### config.mk
export PLATFORM = sky130hd
export DESIGN_NAME = multiset_clause_signature_top_flat
export DESIGN_NICKNAME = d
export VERILOG_FILES = /design/src/mcs_pkg.sv /design/src/mcs_if.sv /design/src/mcs_mul.sv /design/src/mcs_core.sv /design/src/multiset_clause_signature_top.sv /design/src/flat_wrapper.sv
export VERILOG_INCLUDE_DIRS = /design/src /design/src/src
export SDC_FILE = /design/constraint.sdc
export NUM_CORES = 2
export LEC_CHECK = 0
export BUFFER_PORTS_ARGS = -buffer_cell sky130_fd_sc_hd__buf_2
export CAP_MARGIN = 40
export CORE_MARGIN = 3
export CORE_UTILIZATION = 35
export CTS_BUF_LIST = sky130_fd_sc_hd__clkbuf_4 sky130_fd_sc_hd__clkbuf_8
export CTS_CLUSTER_SIZE = 24
export DETAILED_ROUTE_END_ITERATION = 6
export REMOVE_ABC_BUFFERS = 1
export SLEW_MARGIN = 40
export SYNTH_ARGS = -nofsm -noshare
export SYNTH_HDL_FRONTEND = slang
export SYNTH_SLANG_ARGS = --single-unit
### constraint.sdc
create_clock -name clk_i -period 10 [get_ports clk_i]
set_clock_uncertainty 0.2 [all_clocks]
set_input_delay 2 -clock clk_i [delete_from_list [all_inputs] [get_ports clk_i]]
set_output_delay 2 -clock clk_i [all_outputs]
set_load 0.1 [all_outputs]
### src/assert_macros.svh
// ----------------------------------------------------------------------------
// assert_macros.svh
// Shared concurrent assertion macros for the signature block.
// ----------------------------------------------------------------------------
`ifndef ASSERT_MACROS_SVH
`define ASSERT_MACROS_SVH

// Same-cycle implication, disabled while reset is asserted
`define MCS_ASSERT_IMPL(name, clk, rst_n, ante, cons) \
  name: assert property (@(posedge clk) disable iff (!rst_n) (ante) |-> (cons)) \
    else $error("same-cycle implication failed");

// Next-cycle implication, disabled while reset is asserted
`define MCS_ASSERT_NEXT(name, clk, rst_n, ante, cons) \
  name: assert property (@(posedge clk) disable iff (!rst_n) (ante) |=> (cons)) \
    else $error("next-cycle implication failed");

`endif

### src/mcs_pkg.sv
// ----------------------------------------------------------------------------
// mcs_pkg
// Constants, command codes and core handshake structs for the multiset
// signature block.
// ----------------------------------------------------------------------------
package mcs_pkg;

  // Lane init constants (scaled by key on reload)
  localparam logic [63:0] LANE0_SEED  = 64'hC4D7_15A7_1586_1702;
  localparam logic [63:0] LANE1_SEED  = 64'hB767_9773_56C4_9687;

  // Finalizer and combine constants
  localparam logic [63:0] FMIX_MUL_A  = 64'hff51_afd7_ed55_8ccd;
  localparam logic [63:0] FMIX_MUL_B  = 64'hc4ce_b9fe_1a85_ec53;
  localparam logic [63:0] GOLDEN_ADD  = 64'h0000_0000_9e37_79b9;
  localparam int unsigned FMIX_SHIFT  = 33;

  localparam logic [63:0] KEY_RESET   = 64'd1;

  // Command codes
  localparam logic [1:0] CMD_ABSORB = 2'd0;
  localparam logic [1:0] CMD_CLOSE  = 2'd1;
  localparam logic [1:0] CMD_CLEAR  = 2'd2;

  // Request into the core: one accepted input word
  typedef struct packed {
    logic        start;
    logic [1:0]  command;
    logic [63:0] word;
  } core_req_t;

  // Core status back to the top level
  typedef struct packed {
    logic idle;
    logic done;
  } core_stat_t;

endpackage

### src/mcs_if.sv
// ----------------------------------------------------------------------------
// mcs_if
// Valid/ready channel interfaces for input words and signature results.
// ----------------------------------------------------------------------------

// Input channel: command plus 64-bit word
interface mcs_in_if;
  logic        valid;
  logic        ready;
  logic [1:0]  command;
  logic [63:0] word;

  modport source (output valid, output command, output word, input ready);
  modport sink   (input valid, input command, input word, output ready);
endinterface

// Output channel: both lane signatures
interface mcs_out_if;
  logic        valid;
  logic        ready;
  logic [63:0] lane0_sig;
  logic [63:0] lane1_sig;

  modport source (output valid, output lane0_sig, output lane1_sig,
                  input ready);
  modport sink   (input valid, input lane0_sig, input lane1_sig,
                  output ready);
endinterface

### src/mcs_mul.sv
// ----------------------------------------------------------------------------
// mcs_mul
// Shared 32x32 unsigned multiplier with a registered 64-bit product.
// ----------------------------------------------------------------------------
module mcs_mul (
  input  logic        clk_i,
  input  logic [31:0] a_i,
  input  logic [31:0] b_i,
  output logic [63:0] p_o
);

  logic [63:0] a_ext;
  logic [63:0] b_ext;
  logic [63:0] p_d;
  logic [63:0] p_q;

  // Full 64-bit product of two 32-bit operands
  assign a_ext = {32'd0, a_i};
  assign b_ext = {32'd0, b_i};
  assign p_d   = a_ext * b_ext;

  // Product register
  always_ff @(posedge clk_i) begin
    p_q <= p_d;
  end

  assign p_o = p_q;

endmodule

### src/mcs_core.sv
// ----------------------------------------------------------------------------
// mcs_core
// Sequencer and datapath: finalizer, lane combine, squaring and reload,
// with every 64-bit multiply built from three 32x32 partial products.
// ----------------------------------------------------------------------------
`include "assert_macros.svh"

module mcs_core (
  input  logic                clk_i,
  input  logic                rst_ni,
  input  mcs_pkg::core_req_t  req_i,
  input  logic [63:0]         key_i,
  input  logic                hold_i,
  output mcs_pkg::core_stat_t stat_o,
  output logic [63:0]         first_sum_o,
  output logic [63:0]         second_sum_o
);

  // Sequencer states
  localparam logic [2:0] ST_IDLE  = 3'd0;
  localparam logic [2:0] ST_MUL   = 3'd1;
  localparam logic [2:0] ST_FIN   = 3'd2;
  localparam logic [2:0] ST_GOLD  = 3'd3;
  localparam logic [2:0] ST_COMB0 = 3'd4;
  localparam logic [2:0] ST_COMB1 = 3'd5;
  localparam logic [2:0] ST_OUT   = 3'd6;

  // Which 64-bit multiply is in flight
  localparam logic [2:0] JOB_FMIX_A = 3'd0;
  localparam logic [2:0] JOB_FMIX_B = 3'd1;
  localparam logic [2:0] JOB_SQ0    = 3'd2;
  localparam logic [2:0] JOB_SQ1    = 3'd3;
  localparam logic [2:0] JOB_RL0    = 3'd4;
  localparam logic [2:0] JOB_RL1    = 3'd5;

  logic [2:0]  state_q, state_d;
  logic [1:0]  phase_q, phase_d;
  logic [2:0]  job_q, job_d;
  logic        close_q, close_d;
  logic        clear_q, clear_d;
  logic [63:0] op_a_q, op_a_d;
  logic [63:0] op_b_q, op_b_d;
  logic [63:0] acc_q, acc_d;
  logic [63:0] mix_q, mix_d;
  logic [63:0] lane0_q, lane0_d;
  logic [63:0] lane1_q, lane1_d;
  logic [63:0] sum0_q, sum0_d;
  logic [63:0] sum1_q, sum1_d;

  logic [31:0] mul_a;
  logic [31:0] mul_b;
  logic [63:0] prod;

  // Finalizer xor-shift step
  function automatic logic [63:0] xs(input logic [63:0] v);
    xs = v ^ (v >> mcs_pkg::FMIX_SHIFT);
  endfunction

  // Boost-style combine; f already carries the golden constant
  function automatic logic [63:0] comb(input logic [63:0] s, input logic [63:0] f);
    comb = s ^ (f + {s[57:0], 6'd0} + {2'd0, s[63:2]});
  endfunction

  // Partial product order: lo*lo, lo(a)*hi(b), hi(a)*lo(b)
  assign mul_a = (phase_q == 2'd2) ? op_a_q[63:32] : op_a_q[31:0];
  assign mul_b = (phase_q == 2'd1) ? op_b_q[63:32] : op_b_q[31:0];

  mcs_mul u_mul (
    .clk_i (clk_i),
    .a_i   (mul_a),
    .b_i   (mul_b),
    .p_o   (prod)
  );

  // Next-state and datapath
  always_comb begin
    state_d = state_q;
    phase_d = phase_q;
    job_d   = job_q;
    close_d = close_q;
    clear_d = clear_q;
    op_a_d  = op_a_q;
    op_b_d  = op_b_q;
    acc_d   = acc_q;
    mix_d   = mix_q;
    lane0_d = lane0_q;
    lane1_d = lane1_q;
    sum0_d  = sum0_q;
    sum1_d  = sum1_q;

    unique case (state_q)
      ST_IDLE: begin
        if (req_i.start) begin
          close_d = (req_i.command == mcs_pkg::CMD_CLOSE);
          clear_d = (req_i.command == mcs_pkg::CMD_CLEAR);
          priority if (req_i.command == mcs_pkg::CMD_ABSORB ||
                       req_i.command == mcs_pkg::CMD_CLOSE) begin
            op_a_d  = xs(req_i.word);
            op_b_d  = mcs_pkg::FMIX_MUL_A;
            job_d   = JOB_FMIX_A;
            state_d = ST_MUL;
          end else if (req_i.command == mcs_pkg::CMD_CLEAR) begin
            op_a_d  = mcs_pkg::LANE0_SEED;
            op_b_d  = key_i;
            job_d   = JOB_RL0;
            state_d = ST_MUL;
          end else begin
            state_d = ST_OUT;
          end
        end
      end

      // Issue, then accumulate three partial products
      ST_MUL: begin
        phase_d = phase_q + 2'd1;
        unique case (phase_q)
          2'd0: acc_d = acc_q;
          2'd1: acc_d = prod;
          2'd2: acc_d = acc_q + {prod[31:0], 32'd0};
          2'd3: begin
            acc_d   = acc_q + {prod[31:0], 32'd0};
            state_d = ST_FIN;
          end
          default: acc_d = acc_q;
        endcase
      end

      // acc_q holds the finished product
      ST_FIN: begin
        unique case (job_q)
          JOB_FMIX_A: begin
            op_a_d  = xs(acc_q);
            op_b_d  = mcs_pkg::FMIX_MUL_B;
            job_d   = JOB_FMIX_B;
            state_d = ST_MUL;
          end
          JOB_FMIX_B: begin
            mix_d   = xs(acc_q);
            state_d = ST_GOLD;
          end
          JOB_SQ0: begin
            sum0_d  = sum0_q + acc_q;
            op_a_d  = lane1_q;
            op_b_d  = lane1_q;
            job_d   = JOB_SQ1;
            state_d = ST_MUL;
          end
          JOB_SQ1: begin
            sum1_d  = sum1_q + acc_q;
            op_a_d  = mcs_pkg::LANE0_SEED;
            op_b_d  = key_i;
            job_d   = JOB_RL0;
            state_d = ST_MUL;
          end
          JOB_RL0: begin
            lane0_d = acc_q;
            if (clear_q) begin
              sum0_d = acc_q;
            end
            op_a_d  = mcs_pkg::LANE1_SEED;
            op_b_d  = key_i;
            job_d   = JOB_RL1;
            state_d = ST_MUL;
          end
          JOB_RL1: begin
            lane1_d = acc_q;
            if (clear_q) begin
              sum1_d = acc_q;
            end
            state_d = ST_OUT;
          end
          default: state_d = ST_OUT;
        endcase
      end

      ST_GOLD: begin
        mix_d   = mix_q + mcs_pkg::GOLDEN_ADD;
        state_d = ST_COMB0;
      end

      ST_COMB0: begin
        lane0_d = comb(lane0_q, mix_q);
        state_d = ST_COMB1;
      end

      // Second lane combine; start squaring on close
      ST_COMB1: begin
        lane1_d = comb(lane1_q, mix_q);
        if (close_q) begin
          op_a_d  = lane0_q;
          op_b_d  = lane0_q;
          job_d   = JOB_SQ0;
          state_d = ST_MUL;
        end else begin
          state_d = ST_OUT;
        end
      end

      // Wait for the output register to take the sums
      ST_OUT: begin
        if (!hold_i) begin
          state_d = ST_IDLE;
        end
      end

      default: state_d = ST_IDLE;
    endcase
  end

  // Control and architectural state
  always_ff @(posedge clk_i or negedge rst_ni) begin
    if (!rst_ni) begin
      state_q <= ST_IDLE;
      phase_q <= 2'd0;
      job_q   <= JOB_FMIX_A;
      close_q <= 1'b0;
      clear_q <= 1'b0;
      lane0_q <= mcs_pkg::LANE0_SEED;
      lane1_q <= mcs_pkg::LANE1_SEED;
      sum0_q  <= mcs_pkg::LANE0_SEED;
      sum1_q  <= mcs_pkg::LANE1_SEED;
    end else begin
      state_q <= state_d;
      phase_q <= phase_d;
      job_q   <= job_d;
      close_q <= close_d;
      clear_q <= clear_d;
      lane0_q <= lane0_d;
      lane1_q <= lane1_d;
      sum0_q  <= sum0_d;
      sum1_q  <= sum1_d;
    end
  end

  // Operand and scratch registers
  always_ff @(posedge clk_i) begin
    op_a_q <= op_a_d;
    op_b_q <= op_b_d;
    acc_q  <= acc_d;
    mix_q  <= mix_d;
  end

  assign stat_o.idle  = (state_q == ST_IDLE);
  assign stat_o.done  = (state_q == ST_OUT) && !hold_i;
  assign first_sum_o  = sum0_q;
  assign second_sum_o = sum1_q;

  // Checks
  `MCS_ASSERT_IMPL(a_phase_only_in_mul, clk_i, rst_ni, state_q != ST_MUL, phase_q == 2'd0)
  `MCS_ASSERT_NEXT(a_start_leaves_idle, clk_i, rst_ni, req_i.start && stat_o.idle, !stat_o.idle)
  `MCS_ASSERT_NEXT(a_done_returns_idle, clk_i, rst_ni, stat_o.done, state_q == ST_IDLE)
  `MCS_ASSERT_NEXT(a_sums_hold_mul, clk_i, rst_ni, state_q == ST_MUL, $stable({sum0_q, sum1_q}))

endmodule

### src/multiset_clause_signature_top.sv
// ----------------------------------------------------------------------------
// multiset_clause_signature_top
// Order-independent 128-bit signature over objects of 64-bit words.
//
//   Port         Dir   Payload                               Handshake
//   in_i         in    command[1:0], word[63:0]              valid/ready
//   out_o        out   lane0_sig[63:0], lane1_sig[63:0]      valid/ready
//   key_*_i      in    key_wdata_i[63:0]                     key_we_i
//
// One word at a time through a single 32x32 multiplier; the core returns to
// idle as the result loads into the output register and only then takes the
// next word.
// Reset is asynchronous, active low; key returns to 1 and lanes/sums to their
// init constants, with no clearing pass.
// A stalled result sits in the output register while the next word is taken;
// a new result waits until that register is free.
// ----------------------------------------------------------------------------
module multiset_clause_signature_top (
  input  logic        clk_i,
  input  logic        rst_ni,
  mcs_in_if.sink      in_i,
  mcs_out_if.source   out_o,
  input  logic        key_we_i,
  input  logic [63:0] key_wdata_i
);

  logic [63:0]         key_q;
  logic                out_valid_q;
  logic [63:0]         out_first_q;
  logic [63:0]         out_second_q;
  logic                hold;
  mcs_pkg::core_req_t  req;
  mcs_pkg::core_stat_t stat;
  logic [63:0]         first_sum;
  logic [63:0]         second_sum;

  // Key register
  always_ff @(posedge clk_i or negedge rst_ni) begin
    if (!rst_ni) begin
      key_q <= mcs_pkg::KEY_RESET;
    end else if (key_we_i) begin
      key_q <= key_wdata_i;
    end
  end

  // Input word into the core
  assign in_i.ready  = stat.idle;
  assign req.start   = in_i.valid && stat.idle;
  assign req.command = in_i.command;
  assign req.word    = in_i.word;

  // Output register full and not draining
  assign hold = out_valid_q && !out_o.ready;

  mcs_core u_core (
    .clk_i        (clk_i),
    .rst_ni       (rst_ni),
    .req_i        (req),
    .key_i        (key_q),
    .hold_i       (hold),
    .stat_o       (stat),
    .first_sum_o  (first_sum),
    .second_sum_o (second_sum)
  );

  // Output valid
  always_ff @(posedge clk_i or negedge rst_ni) begin
    if (!rst_ni) begin
      out_valid_q <= 1'b0;
    end else if (stat.done) begin
      out_valid_q <= 1'b1;
    end else if (out_o.ready) begin
      out_valid_q <= 1'b0;
    end
  end

  // Output payload
  always_ff @(posedge clk_i) begin
    if (stat.done) begin
      out_first_q  <= first_sum;
      out_second_q <= second_sum;
    end
  end

  assign out_o.valid     = out_valid_q;
  assign out_o.lane0_sig = out_first_q;
  assign out_o.lane1_sig = out_second_q;

endmodule

### src/flat_wrapper.sv
// flat-port wrapper written by rule: the top's interface ports become plain ports
module multiset_clause_signature_top_flat 
  (clk_i, rst_ni, key_we_i, key_wdata_i, in_i_valid, in_i_command, in_i_word, in_i_ready, out_o_valid, out_o_lane0_sig, out_o_lane1_sig, out_o_ready);
  mcs_in_if in_i_i ();
  mcs_out_if out_o_i ();
  input  logic clk_i;
  input  logic rst_ni;
  input  logic key_we_i;
  input  logic [63:0] key_wdata_i;
  input wire logic [$bits(in_i_i.valid)-1:0] in_i_valid;
  input wire logic [$bits(in_i_i.command)-1:0] in_i_command;
  input wire logic [$bits(in_i_i.word)-1:0] in_i_word;
  output wire logic [$bits(in_i_i.ready)-1:0] in_i_ready;
  output wire logic [$bits(out_o_i.valid)-1:0] out_o_valid;
  output wire logic [$bits(out_o_i.lane0_sig)-1:0] out_o_lane0_sig;
  output wire logic [$bits(out_o_i.lane1_sig)-1:0] out_o_lane1_sig;
  input wire logic [$bits(out_o_i.ready)-1:0] out_o_ready;
  assign in_i_i.valid = in_i_valid;
  assign in_i_i.command = in_i_command;
  assign in_i_i.word = in_i_word;
  assign in_i_ready = in_i_i.ready;
  assign out_o_valid = out_o_i.valid;
  assign out_o_lane0_sig = out_o_i.lane0_sig;
  assign out_o_lane1_sig = out_o_i.lane1_sig;
  assign out_o_i.ready = out_o_ready;
  multiset_clause_signature_top u_core (.clk_i(clk_i), .rst_ni(rst_ni), .in_i(in_i_i), .out_o(out_o_i), .key_we_i(key_we_i), .key_wdata_i(key_wdata_i));
endmodule
# Word level (Yosys, flattened, before mapping)
# Cells that the tools add are included.
[totals]
ff_bits = 779
inputBits = 135
[op_classes]
n_addsub = 9
n_mul = 1
eq_ne = 28
muxes = 39
bitwise = 5
reduce_logical = 30
[ops]
columns = ["operator", "count"]
rows = [
  ["case mux 64 bit (2 select lines)", 6],
  ["2-to-1 mux 64 bit", 11],
  ["case mux 64 bit (3 select lines)", 3],
  ["adder 64 bit", 5],
  ["case mux 64 bit (4 select lines)", 1],
  ["adder 64 x 62 -> 64 bit", 2],
  ["bitwise XOR 64 x 31 -> 64 bit", 2],
  ["bitwise XOR 64 bit", 2],
  ["adder 64 x 32 -> 64 bit (second input constant)", 1],
  ["multiplier 32 x 32 -> 64 bit", 1],
  ["2-to-1 mux 32 bit", 2],
  ["2-to-1 mux 3 bit", 10],
  ["case mux 3 bit (7 select lines)", 1],
  ["equality test 3 bit (second input constant)", 5],
  ["equality test 3 x 2 -> 1 bit (second input constant)", 4],
  ["!= test 2 bit (second input constant)", 6],
  ["case mux 3 bit (4 select lines)", 1],
  ["nonzero test 2 bit", 6],
  ["AND reduction 2 bit", 5],
  ["AND reduction 5 bit", 2],
  ["case mux 3 bit (3 select lines)", 1],
  ["AND reduction 3 bit", 3],
  ["equality test 2 bit (second input constant)", 3],
  ["equality test 3 x 1 -> 1 bit (second input constant)", 2],
  ["other kinds (17)", 27],
]

# Logic depth before layout (Yosys ltp)
[depth]
depth_word = 5
depth_mapped = 34
mapped_depth_nobuf = 30

# Modules after synthesis
# From an unflattened synthesis, not the netlist that was laid out.
[hier_totals]
cells_unflattened = 9312
hier_area_um2 = 86782.0
[modules_own_cells]
columns = ["mod", "n_inst", "cells_each", "area_per_inst_um2"]
rows = [
  ["mcs_core", 1, 5267, 45454.8],
  ["mcs_mul", 1, 3778, 34759.6],
  ["multiset_clause_signature_top", 1, 267, 6567.5],
]

# Worst setup path after synthesis
# OpenSTA, ideal clock, no wires.
[synth_path]
path_type = "register -> register"
startpoint = "register u_core.u_core.phase_q[1]"
endpoint = "register u_core.u_core.u_mul.p_q[60] (netlist: u_core.u_core.u_mul.p_o[60])"
arrival_time_ns = 8.905
slack_ns = 0.774
stages_incl_launch_ff = 33
synth_period_minus_slack_ns = 9.226
cell_sequence = "dfrtp_1 -> inv_1 -> ha_1 -> clkbuf_1 -> buf_1 -> mux2i_1 -> clkbuf_1 -> nor2_1 -> fa_1 -> fa_1 -> fa_1 -> inv_1 -> fa_1 -> inv_1 -> fa_1 -> fa_1 -> fa_1 -> inv_1 -> fa_1 -> inv_1 -> ha_1 -> clkbuf_1 -> a21o_1 -> a21o_1 -> a21oi_1 -> o21ai_1 -> a221o_1 -> a221oi_1 -> o21ai_1 -> a211oi_2 -> nor3b_1 -> a311o_1 -> xor2_1"
[synth_via]
elab_chain_cells = 3
[synth_lines]
columns = ["element", "line", "rtl"]
rows = [
  ["start: declaration", "mcs_core.sv:37", "logic [1:0] phase_q, phase_d;"],
  ["start signal: assignment", "mcs_core.sv:224", "phase_q <= phase_d;"],
  ["equality test 2 bit or equality test 2 x 1 -> 1 bit (tied branches)", "mcs_core.sv:65, mcs_core.sv:66", ""],
  ["2-to-1 mux 32 bit (on tied branches)", "mcs_core.sv:65, mcs_core.sv:66", ""],
  ["multiplier 32 x 32 -> 64 bit (*)", "mcs_mul.sv:20", "assign p_d = a_ext * b_ext;"],
  ["named net u_core.u_core.u_mul.p_d[60]", "mcs_mul.sv:14", "logic [63:0] p_d;"],
  ["end signal: assignment", "mcs_mul.sv:24", "p_q <= p_d;"],
  ["end: declaration", "mcs_mul.sv:15", "logic [63:0] p_q;"],
]
# Mark *: on every way through the listed nets, which the timed path passes. The rest lies on a longest branch.
# A chain may end at the register's enable or synchronous reset.

# Worst setup path after layout
[layout_path]
startpoint = "register u_core.u_core.phase_q[1]"
endpoint = "register u_core.u_core.u_mul.p_q[62] (netlist: u_core.u_core.u_mul.p_o[62])"
# Same word-level chain as after synthesis.

==> results.py <==
metrics = {
    "status": {
        "status": "complete, no violations",
    },
    "sta": {
        "max_slew_margin_pct": 37.9,
        "tightest_slew_ns": 0.914,
        "worst_slack_ns": 0.232,
        "fmax_ghz": 0.102,
        "drv_slew": 0,
        "fin_crit_ns": 9.77,
        "finalCritPeriodShare_pct": 97.7,
        "setup_viol": 0,
        "hold_violations": 0,
        "grt_setup_unrepaired": "no",
        "hold_slack_ns": 0.271,
    },
    "synthesis": {
        "ys_warn_count": 0,
        "ys_types": 109,
        "syn_area_per_cell_um2": 9.14,
        "syn_inst": 9362,
        "ys_ff_latch": 779,
        "netlist_area_mm2": 0.0856,
        "synth_edf_count": 384,
        "ys_seq_area_share_pct": 24.8,
        "ys.flop_type": "edfxtp_1",
        "synthArstFlopShare_pct": 42.5,
    },
    "finish": {
        "multi_input_area_mm2": 0.0589,
        "final_cell_mix": "1042 x inv_1, 1013 x nand2_1, 1013 x fa_1",
        "fillers": 24200,
        "fin_cells": 12900,
        "final_common_cell": "inv_1",
        "nNetsFinal": 11300,
        "register_area_mm2": 0.0213,
        "area_delta_synth_final_pct": 11.9,
        "stdcell_area_mm2": 0.0957,
        "final_layout_size_suffix_gt1_share_pct": 13.1,
    },
    "min_path": {
        "min_path_type": "register to register",
    },
    "floorplan": {
        "io_pins": 265,
        "dieWidth_um": 500,
        "row_count": 180,
        "die_area_mm2": 0.250,
        "core_mm2": 0.242,
        "die_h_um": 500,
        "start_util_pct": 35.4,
    },
    "clock_network": {
        "cts-buffers-inserted": 148,
        "hold_buffers": 0,
        "clkTransAtPathRegs_ns": 0.07,
        "cts.sinks": 779,
        "clockRootBuffer": "clkbuf_8",
        "clk_latency_ns": 0.99,
        "cts_tree": "done",
        "h-tree-depth": 4,
        "clockBufferDepth": 3,
    },
    "detailed_routing": {
        "drc": 0,
        "vias": 76300,
        "ant_nets": 0,
        "routed_via_density": 5.91,
        "wirelength_um": 390000,
        "first_iter_violations": 9240,
        "dr.pass1.iters": 7,
        "wl_per_cell_um": 30.2,
    },
    "global_route": {
        "grt_pass1_wl_um": 554000,
        "grt_max_degree": 125,
        "track_usage_pct": 30.7,
        "antenna_found_initial": 46,
        "grt_pass1_vias": 75100,
        "grt_remaining_overflow": 0,
    },
    "placement": {
        "dpl_cell_area_mm2": 0.0922,
        "numPortBuffers": 264,
        "hpwl_um": 306000,
        "dp_cells": 12600,
        "place_ws_ns": 0.158,
        "place.gp.congestion": 1.07,
    },
    "job": {
        "drv_cap": 0,
    },
    "setup_path": {
        "slowest_delay_ns": 0.82,
        "end_kind": "register",
        "cp_max_fo": 13,
        "worst_ep_arrival_time_ns": 10.46,
        "crit_path_start_kind": "register",
        "required_ns": 10.69,
        "crit_top_cell": "fa_1",
        "path_class": "register to register",
        "cp_slowest_cell": "mux2i_2",
    },
}
[Yosys cell counts, types with 28 or more instances]
library cell,n,share of area [%]
mux2_2,130,1.7
xnor2_1,260,2.7
nand2_1,1021,4.5
inv_1,1042,4.6
a22oi_1,28,0.25
fa_1,1013,24
nor3_1,86,0.50
a31oi_1,72,0.53
o31ai_1,28,0.25
nor2b_1,36,0.26
nand2b_1,30,0.22
edfxtp_1,384,13
mux2i_1,80,0.94
and2_1,61,0.45
nand3_1,192,1.1
clkbuf_1,432,1.9
buf_1,37,0.16
o221ai_1,37,0.38
nor2_1,1007,4.4
a21o_1,218,1.9
o21a_1,33,0.29
dfrtp_1,202,5.9
a21oi_1,705,4.1
dfxtp_1,64,1.5
o21ai_0,492,2.9
nand4_1,93,0.68
a211o_1,42,0.43
ha_1,564,8.2
or3_1,34,0.25
dfstp_2,129,4.0
o22ai_1,35,0.26
xor2_1,182,1.9
a211oi_1,36,0.32
and3_1,74,0.54
o21bai_1,85,0.75
[routing by layer]
metal	track usage (%)	vias to the layer above	share of wire [%]	routed length (um)
li1	-	32100	-	-
met1	40.3	38500	39	152000
met2	44.4	4667	42	162000
met3	8.25	1040	11	44400
met4	20.0	20	8.2	31900
met5	0	-	0.035	137
[state kept, by name (all words and copies together) (netlist names), 2 cells and up]
| signal | count |
|---|---|
| u_core.u_core.second_sum_o | 64 |
| u_core.u_core.acc_q | 64 |
| u_core.u_core.job_q | 3 |
| u_core.u_core.phase_q | 2 |
| u_core.u_core.op_b_q | 64 |
| u_core.u_core.op_a_q | 64 |
| u_core.key_q | 64 |
| u_core.u_core.first_sum_o | 64 |
| u_core.u_core.lane0_q | 64 |
| u_core.u_core.u_mul.p_o | 64 |
| u_core.u_core.lane1_q | 64 |
| u_core.u_core.mix_q | 64 |
| u_core.out_o.lane0_sig | 64 |
| u_core.u_core.state_q | 3 |
| u_core.out_o.lane1_sig | 64 |
[worst paths after layout]
path / slack (ns) / start / endpoint / cells after the start
min reg2reg: 0.27 / u_core.u_core.u_mul.p_o[46]$_DFF_P_ / u_core.u_core.acc_q[46]$_DFFE_PP_ / 2
max reg2reg: 0.23 / u_core.u_core.phase_q[1]$_DFFE_PN0P_ / u_core.u_core.u_mul.p_o[62]$_DFF_P_ / 28
max in group asynchronous: 7.20 / rst_ni / u_core.key_q[16]$_DFFE_PN0P_ / 4
min: 0.27 / u_core.u_core.u_mul.p_o[46]$_DFF_P_ / u_core.u_core.acc_q[46]$_DFFE_PP_ / 2
min in group asynchronous: 0.74 / rst_ni / u_core.u_core.second_sum_o[45]$_DFFE_PN0P_ / 1
max: 0.23 / u_core.u_core.phase_q[1]$_DFFE_PN0P_ / u_core.u_core.u_mul.p_o[62]$_DFF_P_ / 28
[cell type report]
class | instances | share of cell area, %
timing repair buffer | 583 | 4.52
multi-input combinational | 7046 | 61.5
clock buffer | 205 | 2.65
sequential | 779 | 22.2
antenna | 14 | 0.0366
inverter | 1043 | 4.09
clock inverter | 71 | 0.825
tap | 3185 | 4.16
[what timing repair did]
action	4_1_cts	5_1_grt
resized for setup	0	1
setup buffers	0	4
setup endpoints to repair	0	3
[through the flow]
| step | utilization, % | setup TNS, ns |
|---|---|---|
| after CTS | 39.5 | 0 |
| final | 39.6 | 0 |
| after global placement | 38.0 | 0 |
| after global routing | 39.6 | 0 |
| after detailed placement | 38.1 | 0 |
| after floorplan | - | -991.83 |
[critical path: cells and delay by family (launching register included)]
kind	cells	cell delay, ns
fa+ha+maj	10	4.91
flops	1	0.43
compound gates	5	1.14
buf+inv	5	0.77
mux	1	0.82
simple gates	7	1.47
[logic make-up after synthesis]
group,Yosys count,share of synthesized area (%)
and+or+nand+nor,2712,13.6
AOI/OAI and AO/OA,2105,15.5
adders and majority gates,1577,31.9
buffers and inverters,1537,6.90
DFF,779,24.8
xor gates and xnor gates,442,4.52
muxes,210,2.65
Power is left out: the tool's default activity adds up to more than one toggle a clock period on the data nets, which glitch-free logic cannot reach.
